==> src/hw/rtl/aimsteer_pkg.sv <==
// ----------------------------------------------------------------------------
// aimsteer_pkg
// Shared types and constants for the two-axis bang-bang aim steering block.
// ----------------------------------------------------------------------------
package aimsteer_pkg;

  // Fixed field widths
  localparam int ANGLE_IN_BITS = 15;
  localparam int ERR_BITS      = 17;
  localparam int CFG_IDX_BITS  = 3;
  localparam int CFG_DATA_BITS = 16;

  // Angles in 1/64 degree
  localparam int HALF_TURN = 11520;
  localparam int FULL_TURN = 23040;

  // Key held on an axis
  typedef enum logic [1:0] {
    KEY_NONE = 2'd0,
    KEY_POS  = 2'd1,
    KEY_NEG  = 2'd2
  } key_t;

  // Direction calibration codes (signed)
  localparam logic signed [1:0] DIR_UNKNOWN = 2'sb00;
  localparam logic signed [1:0] DIR_POS     = 2'sb01;
  localparam logic signed [1:0] DIR_NEG     = 2'sb11;

  localparam logic [2:0] AGREE_MAX = 3'd7;

  // Configuration register indexes
  localparam logic [CFG_IDX_BITS-1:0] CFG_DEADBAND      = 3'd0;
  localparam logic [CFG_IDX_BITS-1:0] CFG_HYSTERESIS    = 3'd1;
  localparam logic [CFG_IDX_BITS-1:0] CFG_SWING_HOLD    = 3'd2;
  localparam logic [CFG_IDX_BITS-1:0] CFG_RELEASE_GRACE = 3'd3;
  localparam logic [CFG_IDX_BITS-1:0] CFG_CALIB_MIN     = 3'd4;
  localparam logic [CFG_IDX_BITS-1:0] CFG_CALIB_LOCK    = 3'd5;

  // Configuration reset values
  localparam logic [13:0] DEADBAND_RST      = 14'd192;
  localparam logic [13:0] HYSTERESIS_RST    = 14'd128;
  localparam logic [15:0] SWING_HOLD_RST    = 16'd350;
  localparam logic [15:0] RELEASE_GRACE_RST = 16'd250;
  localparam logic [13:0] CALIB_MIN_RST     = 14'd32;
  localparam logic [2:0]  CALIB_LOCK_RST    = 3'd2;

  typedef struct packed {
    logic [13:0] deadband;
    logic [13:0] hysteresis_margin;
    logic [15:0] swing_hold_ms;
    logic [15:0] release_grace_ms;
    logic [13:0] calib_min_delta;
    logic [2:0]  calib_lock_samples;
  } cfg_t;

  // Per-axis control flags for one tick
  typedef struct packed {
    logic engaged;
    logic full_auto;
    logic wraps;
    logic pos_down;
    logic neg_down;
  } axis_ctl_t;

endpackage

==> src/hw/rtl/aimsteer_axis.sv <==
// ----------------------------------------------------------------------------
// aimsteer_axis
// One axis: bang-bang drive with deadband and hysteresis, key direction
// calibration from observed motion, and manual-hold yield latch.
// ----------------------------------------------------------------------------
module aimsteer_axis #(
  parameter int ANGLE_BITS = 16,
  parameter int TIME_BITS  = 32
) (
  input  logic                                       clk,
  input  logic                                       rst,
  input  logic                                       step,
  input  aimsteer_pkg::axis_ctl_t                    ctl,
  input  aimsteer_pkg::cfg_t                         cfg,
  input  logic signed [aimsteer_pkg::ANGLE_IN_BITS-1:0] cur,
  input  logic signed [aimsteer_pkg::ANGLE_IN_BITS-1:0] tgt,
  input  logic [TIME_BITS-1:0]                       now,
  output logic [1:0]                                 key,
  output logic signed [1:0]                          direction,
  output logic                                       yielding
);

  localparam int DW = ANGLE_BITS + 2;
  localparam int EW = aimsteer_pkg::ERR_BITS;

  localparam logic signed [DW-1:0] HALF_D = DW'(aimsteer_pkg::HALF_TURN);
  localparam logic signed [DW-1:0] FULL_D = DW'(aimsteer_pkg::FULL_TURN);
  localparam logic signed [EW-1:0] HALF_E = EW'(aimsteer_pkg::HALF_TURN);
  localparam logic signed [EW-1:0] FULL_E = EW'(aimsteer_pkg::FULL_TURN);

  // State
  aimsteer_pkg::key_t           held_key;
  aimsteer_pkg::key_t           last_tick_key;
  logic signed [1:0]            direction_lock;
  logic signed [1:0]            direction_guess;
  logic [2:0]                   agree_count;
  logic signed [ANGLE_BITS-1:0] previous_coord;
  logic                         previous_valid;
  logic                         player_was_active;
  logic [TIME_BITS-1:0]         hold_start_time;
  logic [TIME_BITS-1:0]         last_manual_time;
  logic                         swing_latch;

  // Next values
  aimsteer_pkg::key_t   held_key_next;
  logic signed [1:0]    direction_lock_next;
  logic signed [1:0]    direction_guess_next;
  logic [2:0]           agree_count_next;
  logic [TIME_BITS-1:0] hold_start_time_next;
  logic [TIME_BITS-1:0] last_manual_time_next;
  logic                 swing_latch_next;

  logic signed [EW-1:0] err_raw, err;
  logic [EW-1:0]        err_mag;
  logic signed [DW-1:0] delta_raw, delta;
  logic [DW-1:0]        delta_mag;
  logic                 cal_en, dsign_neg, psign_neg;
  logic signed [1:0]    psign;
  logic                 active;
  logic [TIME_BITS-1:0] hold_age, quiet_age;
  logic                 inc_is_pos;
  logic                 want_inc, want_dec;

  // Tracking error, azimuth wraps into one half turn either side
  always_comb begin
    err_raw = EW'(cur) - EW'(tgt);
    err     = err_raw;
    if (ctl.wraps && err_raw > HALF_E) begin
      err = err_raw - FULL_E;
    end else if (ctl.wraps && err_raw < -HALF_E) begin
      err = err_raw + FULL_E;
    end
    err_mag = err[EW-1] ? EW'(-err) : EW'(err);
  end

  // Calibration from motion seen since the last tick
  always_comb begin
    delta_raw = DW'(cur) - DW'(previous_coord);
    delta     = delta_raw;
    if (ctl.wraps && delta_raw > HALF_D) begin
      delta = delta_raw - FULL_D;
    end else if (ctl.wraps && delta_raw < -HALF_D) begin
      delta = delta_raw + FULL_D;
    end
    delta_mag = delta[DW-1] ? DW'(-delta) : DW'(delta);

    cal_en = (direction_lock == aimsteer_pkg::DIR_UNKNOWN) && previous_valid &&
             (last_tick_key == aimsteer_pkg::KEY_POS ||
              last_tick_key == aimsteer_pkg::KEY_NEG) &&
             (delta_mag >= DW'(cfg.calib_min_delta));
    dsign_neg = !(delta > 0);
    psign_neg = (last_tick_key == aimsteer_pkg::KEY_POS) ? dsign_neg : !dsign_neg;
    psign     = psign_neg ? aimsteer_pkg::DIR_NEG : aimsteer_pkg::DIR_POS;

    direction_guess_next = direction_guess;
    agree_count_next     = agree_count;
    direction_lock_next  = direction_lock;
    if (cal_en) begin
      direction_guess_next = psign;
      if (agree_count == 3'd0 || psign == direction_guess) begin
        agree_count_next = (agree_count == aimsteer_pkg::AGREE_MAX) ?
                           aimsteer_pkg::AGREE_MAX : agree_count + 3'd1;
      end else begin
        agree_count_next = 3'd1;
      end
      if (agree_count_next >= cfg.calib_lock_samples) begin
        direction_lock_next = psign;
      end
    end
  end

  // Manual hold detection and yield latch
  always_comb begin
    active = (ctl.pos_down && held_key != aimsteer_pkg::KEY_POS) ||
             (ctl.neg_down && held_key != aimsteer_pkg::KEY_NEG);
    hold_start_time_next  = (active && !player_was_active) ? now : hold_start_time;
    last_manual_time_next = last_manual_time;
    swing_latch_next      = swing_latch;
    hold_age  = now - hold_start_time_next;
    quiet_age = now - last_manual_time;
    if (active) begin
      last_manual_time_next = now;
      if (hold_age >= TIME_BITS'(cfg.swing_hold_ms)) begin
        swing_latch_next = 1'b1;
      end
    end else if (swing_latch && quiet_age >= TIME_BITS'(cfg.release_grace_ms)) begin
      swing_latch_next = 1'b0;
    end
  end

  // Bang-bang drive with hysteresis from idle
  always_comb begin
    inc_is_pos = (direction_lock_next != aimsteer_pkg::DIR_NEG);
    want_inc   = err < -$signed(EW'(cfg.deadband));
    want_dec   = err > $signed(EW'(cfg.deadband));
    if (held_key == aimsteer_pkg::KEY_NONE &&
        err_mag < (EW'(cfg.deadband) + EW'(cfg.hysteresis_margin))) begin
      want_inc = 1'b0;
      want_dec = 1'b0;
    end
    if (!ctl.full_auto && swing_latch_next) begin
      held_key_next = aimsteer_pkg::KEY_NONE;
    end else if (want_inc) begin
      held_key_next = inc_is_pos ? aimsteer_pkg::KEY_POS : aimsteer_pkg::KEY_NEG;
    end else if (want_dec) begin
      held_key_next = inc_is_pos ? aimsteer_pkg::KEY_NEG : aimsteer_pkg::KEY_POS;
    end else begin
      held_key_next = aimsteer_pkg::KEY_NONE;
    end
  end

  // Update state once per transfer; disengaged ticks release the keys and record the player's key state only
  always_ff @(posedge clk) begin
    if (rst) begin
      held_key          <= aimsteer_pkg::KEY_NONE;
      last_tick_key     <= aimsteer_pkg::KEY_NONE;
      direction_lock    <= aimsteer_pkg::DIR_UNKNOWN;
      direction_guess   <= aimsteer_pkg::DIR_UNKNOWN;
      agree_count       <= 3'd0;
      previous_coord    <= '0;
      previous_valid    <= 1'b0;
      player_was_active <= 1'b0;
      hold_start_time   <= '0;
      last_manual_time  <= '0;
      swing_latch       <= 1'b0;
    end else if (step) begin
      if (!ctl.engaged) begin
        held_key          <= aimsteer_pkg::KEY_NONE;
        last_tick_key     <= aimsteer_pkg::KEY_NONE;
        player_was_active <= ctl.pos_down || ctl.neg_down;
      end else begin
        held_key          <= held_key_next;
        last_tick_key     <= held_key_next;
        direction_lock    <= direction_lock_next;
        direction_guess   <= direction_guess_next;
        agree_count       <= agree_count_next;
        previous_coord    <= ANGLE_BITS'(cur);
        previous_valid    <= 1'b1;
        player_was_active <= active;
        hold_start_time   <= hold_start_time_next;
        last_manual_time  <= last_manual_time_next;
        swing_latch       <= swing_latch_next;
      end
    end
  end

  assign key       = held_key;
  assign direction = direction_lock;
  assign yielding  = swing_latch;

endmodule

==> src/hw/rtl/two_axis_bang_bang_aim_steer_top.sv <==
// ----------------------------------------------------------------------------
// two_axis_bang_bang_aim_steer_top
// Path: an input transfer loads the input register; the tick then moves into
//   the axis state registers that also hold the result, held back while a
//   result waits on a stalled output.
// Throughput: one tick per cycle unless the output stalls; per-axis
//   compare/add logic sits between the input register and the state registers.
// Reset: synchronous, clears all axis state and the pipeline valids and
//   loads the configuration registers with their default values.
// ----------------------------------------------------------------------------
module two_axis_bang_bang_aim_steer_top #(
  parameter int ANGLE_BITS = 16,
  parameter int TIME_BITS  = 32
) (
  input  logic                                       clk,
  input  logic                                       rst,
  // input channel
  input  logic                                       in_valid,
  output logic                                       in_stall,
  input  logic signed [14:0]                         cur_az,
  input  logic signed [14:0]                         cur_el,
  input  logic signed [14:0]                         tgt_az,
  input  logic signed [14:0]                         tgt_el,
  input  logic                                       engage,
  input  logic                                       full_auto,
  input  logic                                       foreground,
  input  logic                                       az_pos_down,
  input  logic                                       az_neg_down,
  input  logic                                       el_pos_down,
  input  logic                                       el_neg_down,
  input  logic [31:0]                                now_ms,
  // output channel
  output logic                                       out_valid,
  input  logic                                       out_stall,
  output logic [1:0]                                 az_key,
  output logic [1:0]                                 el_key,
  output logic signed [1:0]                          az_direction,
  output logic signed [1:0]                          el_direction,
  output logic                                       az_yielding,
  output logic                                       el_yielding,
  // configuration
  input  logic                                       cfg_write,
  input  logic [aimsteer_pkg::CFG_IDX_BITS-1:0]      cfg_index,
  input  logic [aimsteer_pkg::CFG_DATA_BITS-1:0]     cfg_data
);

  aimsteer_pkg::cfg_t cfg;

  // Input register
  logic                 s1_valid;
  logic signed [14:0]   s1_cur_az, s1_cur_el, s1_tgt_az, s1_tgt_el;
  logic                 s1_engaged, s1_full_auto;
  logic                 s1_azp, s1_azn, s1_elp, s1_eln;
  logic [TIME_BITS-1:0] s1_now;

  logic                     advance;
  aimsteer_pkg::axis_ctl_t  az_ctl, el_ctl;

  // Flow control: hold the input while a result waits and the stage is full
  assign in_stall = s1_valid && out_valid && out_stall;
  assign advance  = s1_valid && !(out_valid && out_stall);

  always_ff @(posedge clk) begin
    if (rst) begin
      s1_valid <= 1'b0;
    end else if (!in_stall) begin
      s1_valid <= in_valid;
    end
  end

  // Capture the tick on each input transfer
  always_ff @(posedge clk) begin
    if (in_valid && !in_stall) begin
      s1_cur_az    <= cur_az;
      s1_cur_el    <= cur_el;
      s1_tgt_az    <= tgt_az;
      s1_tgt_el    <= tgt_el;
      s1_engaged   <= engage && foreground;
      s1_full_auto <= full_auto;
      s1_azp       <= az_pos_down;
      s1_azn       <= az_neg_down;
      s1_elp       <= el_pos_down;
      s1_eln       <= el_neg_down;
      s1_now       <= TIME_BITS'(now_ms);
    end
  end

  // Result valid: set on advance, drop once the result transfers
  always_ff @(posedge clk) begin
    if (rst) begin
      out_valid <= 1'b0;
    end else if (advance) begin
      out_valid <= 1'b1;
    end else if (!out_stall) begin
      out_valid <= 1'b0;
    end
  end

  // Configuration registers
  always_ff @(posedge clk) begin
    if (rst) begin
      cfg.deadband           <= aimsteer_pkg::DEADBAND_RST;
      cfg.hysteresis_margin  <= aimsteer_pkg::HYSTERESIS_RST;
      cfg.swing_hold_ms      <= aimsteer_pkg::SWING_HOLD_RST;
      cfg.release_grace_ms   <= aimsteer_pkg::RELEASE_GRACE_RST;
      cfg.calib_min_delta    <= aimsteer_pkg::CALIB_MIN_RST;
      cfg.calib_lock_samples <= aimsteer_pkg::CALIB_LOCK_RST;
    end else if (cfg_write) begin
      case (cfg_index)
        aimsteer_pkg::CFG_DEADBAND:      cfg.deadband           <= cfg_data[13:0];
        aimsteer_pkg::CFG_HYSTERESIS:    cfg.hysteresis_margin  <= cfg_data[13:0];
        aimsteer_pkg::CFG_SWING_HOLD:    cfg.swing_hold_ms      <= cfg_data;
        aimsteer_pkg::CFG_RELEASE_GRACE: cfg.release_grace_ms   <= cfg_data;
        aimsteer_pkg::CFG_CALIB_MIN:     cfg.calib_min_delta    <= cfg_data[13:0];
        aimsteer_pkg::CFG_CALIB_LOCK:    cfg.calib_lock_samples <= cfg_data[2:0];
        default: begin
        end
      endcase
    end
  end

  // Per-axis control
  always_comb begin
    az_ctl.engaged   = s1_engaged;
    az_ctl.full_auto = s1_full_auto;
    az_ctl.wraps     = 1'b1;
    az_ctl.pos_down  = s1_azp;
    az_ctl.neg_down  = s1_azn;
    el_ctl.engaged   = s1_engaged;
    el_ctl.full_auto = s1_full_auto;
    el_ctl.wraps     = 1'b0;
    el_ctl.pos_down  = s1_elp;
    el_ctl.neg_down  = s1_eln;
  end

  // Axis state registers double as the result register
  aimsteer_axis #(
    .ANGLE_BITS (ANGLE_BITS),
    .TIME_BITS  (TIME_BITS)
  ) u_az (
    .clk       (clk),
    .rst       (rst),
    .step      (advance),
    .ctl       (az_ctl),
    .cfg       (cfg),
    .cur       (s1_cur_az),
    .tgt       (s1_tgt_az),
    .now       (s1_now),
    .key       (az_key),
    .direction (az_direction),
    .yielding  (az_yielding)
  );

  aimsteer_axis #(
    .ANGLE_BITS (ANGLE_BITS),
    .TIME_BITS  (TIME_BITS)
  ) u_el (
    .clk       (clk),
    .rst       (rst),
    .step      (advance),
    .ctl       (el_ctl),
    .cfg       (cfg),
    .cur       (s1_cur_el),
    .tgt       (s1_tgt_el),
    .now       (s1_now),
    .key       (el_key),
    .direction (el_direction),
    .yielding  (el_yielding)
  );

endmodule

==> config.mk <==
export PLATFORM = sky130hd
export DESIGN_NAME = two_axis_bang_bang_aim_steer_top
export DESIGN_NICKNAME = d
export VERILOG_FILES = /design/src/hw/rtl/aimsteer_pkg.sv /design/src/hw/rtl/aimsteer_axis.sv /design/src/hw/rtl/two_axis_bang_bang_aim_steer_top.sv
export SDC_FILE = /design/constraint.sdc
export NUM_CORES = 1
export LEC_CHECK = 0
export ABC_AREA = 1
export BUFFER_PORTS_ARGS = -buffer_cell sky130_fd_sc_hd__buf_2
export CAP_MARGIN = 40
export CELL_PAD_IN_SITES_DETAIL_PLACEMENT = 1
export CELL_PAD_IN_SITES_GLOBAL_PLACEMENT = 1
export CORE_MARGIN = 1.5
export CORE_UTILIZATION = 47
export CTS_CLUSTER_DIAMETER = 150
export CTS_CLUSTER_SIZE = 30
export DETAILED_ROUTE_END_ITERATION = 12
export PLACE_DENSITY = 0.89
export SLEW_MARGIN = 20
export SYNTH_ARGS = -nofsm -noshare
export SYNTH_HDL_FRONTEND = slang
export SYNTH_SLANG_ARGS = --single-unit
==> constraint.sdc <==
create_clock -name clk -period 6.1 [get_ports clk]
set_input_delay 0.61 -clock clk [delete_from_list [all_inputs] [get_ports clk]]
set_output_delay 0.61 -clock clk [all_outputs]
set_load 0.03 [all_outputs]
==> impl_metrics.toml <==
[global_routing]
grt_pass1_wl_um = 163000
gr-max-usage-layer = "met2"
globalRouteMet1Util_pct = 37.7
grt_util_met3_pct = 2.61
grt_use_total_pct = 30.2
use_met2_pct = 53.0
antenna_found_initial = 2
grt_pass1_vias = 30500
grt_max_degree = 92
grt_overflow = 0

[pwr]
p_per_area_nw_per_um2 = 245
p_leak_nw = 15.8
max-vdd-ir-drop_v = 0.000229
totalPowerFinal_mw = 8.10

[detailed_routing]
first_iter_violations = 1818
wl_per_cell_um = 19.5
wirelength_um = 103000
vias_per_cell = 5.65
drc_errors = 0
vias = 29800
drt_pass1_iterations = 5
final_antenna_net_count = 0

[final_layout]
area_growth_pct = 7.10
seqCellArea_um2 = 8150
antenna_cells = 0
fin_nets = 4956
multiInputGateArea_um2 = 19800
finish.utilization_pct = 51.1
fillCellCount = 8561
final_layout_size_suffix_gt1_share_pct = 5.98
fin_area_um2 = 33000

[clock_tree]
cts_inserted_buffers = 16
cts.sinks = 358
cts_tree = "built"
clk_path_buf_depth = 3
root_buffer = "clkbuf_16"
clock_latency_ns = 0.58
cts_max_level = 1
clk_pin_slew_ns = 0.13

[worst_setup_path]
worstPathMaxFanout = 25
crit_buf_inv = 4
critPathArrivalTime_ns = 6.07
cpMostUsedCell = "nand2_1"
r2r_slack_ns = 0.53
critPathLaunchType = "register"
critPathMaxStageDelay_ns = 0.42
slowest_stage = "dfxtp_1"
timing.rr.start = "u_az.key[1]$_SDFFE_PP0P_"
path_depth = 29
crit_path_end_kind = "register"
rr_worst_depth = 29
cp-startpoint = "u_az.key[1]$_SDFFE_PP0P_"
r2r-end = "u_az.key[0]$_SDFFE_PP0P_"
required_ns = 6.60
cp_top_family = "simple AND/OR/NAND/NOR gates"
critical_path_class = "reg2reg"
crit_path_end = "u_az.key[0]$_SDFFE_PP0P_"

[logic_synthesis]
synth_area_um2 = 30800
synth.most_common_cell = "nand2_1"
synth_commonest_cells = "nand2_1 (813), inv_1 (693), a21oi_1 (457)"
yosys.area.top_type = "dfxtp_1"
synth_top_area_share_pct = 16.9
synth_edf_count = 98
syn_nets = 4862
synthTopCellsByArea = "dfxtp_1 (17%), ha_1 (16%), nand2_1 (9.9%)"
seq_area_frac_synth_pct = 26.4
synthCells = 4326
ys_types = 63
synthArstFlopShare_pct = 0
avgSynthCellArea_um2 = 7.12
synth_seq_cells = 358
yosys_warnings = 0
synth_ff_type = "dfxtp_1"

[timing]
slew_headroom_pct = 46.9
min_period_ns = 5.57
whs_ns = 0.193
slew_violations = 0
tightest_slew_ns = 0.797
fmax_ghz = 0.180
rsz0062_at_grt = "false"
skew_ns = 0.0321
finalSetupTns_ns = 0
setup_viol = 0
period_share_pct = 91.3
hold_viol_final = 0

[floorplan]
die_area_um2 = 67100
start_util_pct = 47.7
chipHeight_um = 259
die_x_um = 259
rows = 93
core_area_um2 = 64600
io_pins = 135

[placement]
gp_congestion = 0.945
dp_hpwl_um = 83500
port_buffers = 134
dpl-instance-area_um2 = 32400

[outcome]
status = "finished clean"

[flow_run]
drv_cap = 0

[hold_path]
holdCritPathClass = "in2reg"
==> placed cells by master, fill, tap and decap left out, types with 19 or more instances in the layout <==
cell type  instances
nand2_1          807
inv_1            688
a21oi_1          456
ha_1             404
o21ai_0          318
nor2_1           293
dfxtp_1          260
nand3_1          184
xor2_1           173
buf_2            134
edfxtp_1          98
o211ai_1          83
mux2i_1           60
nor3_1            56
nand4_1           55
xnor2_1           45
o21bai_1          26
buf_4             22
a31oi_1           21
nand2_2           19
a21o_1            19
==> cell families (layout without fill, tap and decap cells) <==
logic type | after synthesis | in the layout | synth area share, %
DFF | 358 | 358 | 26.4
and+or+nand+nor | 1472 | 1472 | 20.1
muxes | 60 | 60 | 1.95
other | 1 | 1 | 0.0122
AOI/OAI and AO/OA | 1013 | 1013 | 18.5
xor gates and xnor gates | 222 | 222 | 6.41
adders and majority gates | 413 | 413 | 17.0
buffers and inverters | 787 | 889 | 9.63
==> stage by stage <==
stage / worst slack (ns) / std cells
3_5_place_dp: 0.363 / 5250
6_report: 0.532 / 5283
3_3_place_gp: 0.731 / 5249
5_1_grt: 0.000267 / 5283
4_1_cts: 0.234 / 5276
2_1_floorplan: 1.34 / 4326
==> metal layers <==
layer  part of all wire, %  vias up
met4                   5.1        4
met5                 0.026        -
met2                    47      669
li1                      -    14600
met3                   4.3      207
met1                    43    14300
==> worst min-delay path by stage <==
stage | slack [ns] | startpoint | end | cells past startpoint
5_1_grt | 0.18 | az_pos_down | s1_azp$_DFFE_PP_ | 1
3_3_place_gp | 0.44 | u_el.last_manual_time[23]$_SDFFE_PP0P_ | u_el.last_manual_time[23]$_SDFFE_PP0P_ | 2
2_1_floorplan | 0.43 | u_az.last_manual_time[10]$_SDFFE_PP0P_ | u_az.last_manual_time[10]$_SDFFE_PP0P_ | 2
6_report | 0.19 | az_pos_down | s1_azp$_DFFE_PP_ | 1
4_1_cts | 0.16 | az_pos_down | s1_azp$_DFFE_PP_ | 1
3_5_place_dp | 0.45 | u_el.previous_coord[6]$_SDFFE_PP0P_ | u_el.previous_coord[6]$_SDFFE_PP0P_ | 2
==> report_power, final <==
group          internal (mW)  switching (mW)  leakage, nW  total (mW)
clock network          0.561           0.861        0.243        1.42
logic                   1.47            2.54         12.5        4.01
registers               2.56           0.111         3.07        2.67
total                   4.59            3.52         15.8        8.10
==> worst reg2reg max path, delay by kind of cell, from the launching register on <==
kind	cells	cell delay, ns
flip-flops	1	0.42
AO/OA/AOI/OAI	6	1.32
buffers and inverters	4	0.59
AND/OR/NAND/NOR	16	2.38
adder cells (fa/ha/maj)	2	0.63
multiplexers	1	0.20
==> registers in the layout, summed over array words and instances, names as in the netlist, 3 cells and up <==
signal / flops
s1_tgt_el: 15
s1_now: 32
u_el.previous_coord: 15
u_el.last_manual_time: 32
u_az.previous_coord: 15
u_el.hold_start_time: 32
u_az.last_manual_time: 32
s1_cur_az: 15
cfg: 77
s1_tgt_az: 15
s1_cur_el: 15
u_el.agree_count: 3
u_az.hold_start_time: 32
u_az.agree_count: 3
==> final cells by class <==
| type | instances | share of cell area (%) |
|---|---|---|
| flip-flops and latches | 358 | 24.7 |
| multi-input cells | 3181 | 59.9 |
| repair buffers | 158 | 2.65 |
| well taps | 855 | 3.24 |
| inverters | 705 | 8.05 |
| clock inverters | 2 | 0.0872 |
| clock buffers | 24 | 1.43 |
==> timing repair <==
item	CTS	global route
hold buffers	0	0
buffers inserted	0	5
setup endpoints to repair	0	2
resized for setup	0	17
No activity file was read; power rests on OpenSTA's default activity.
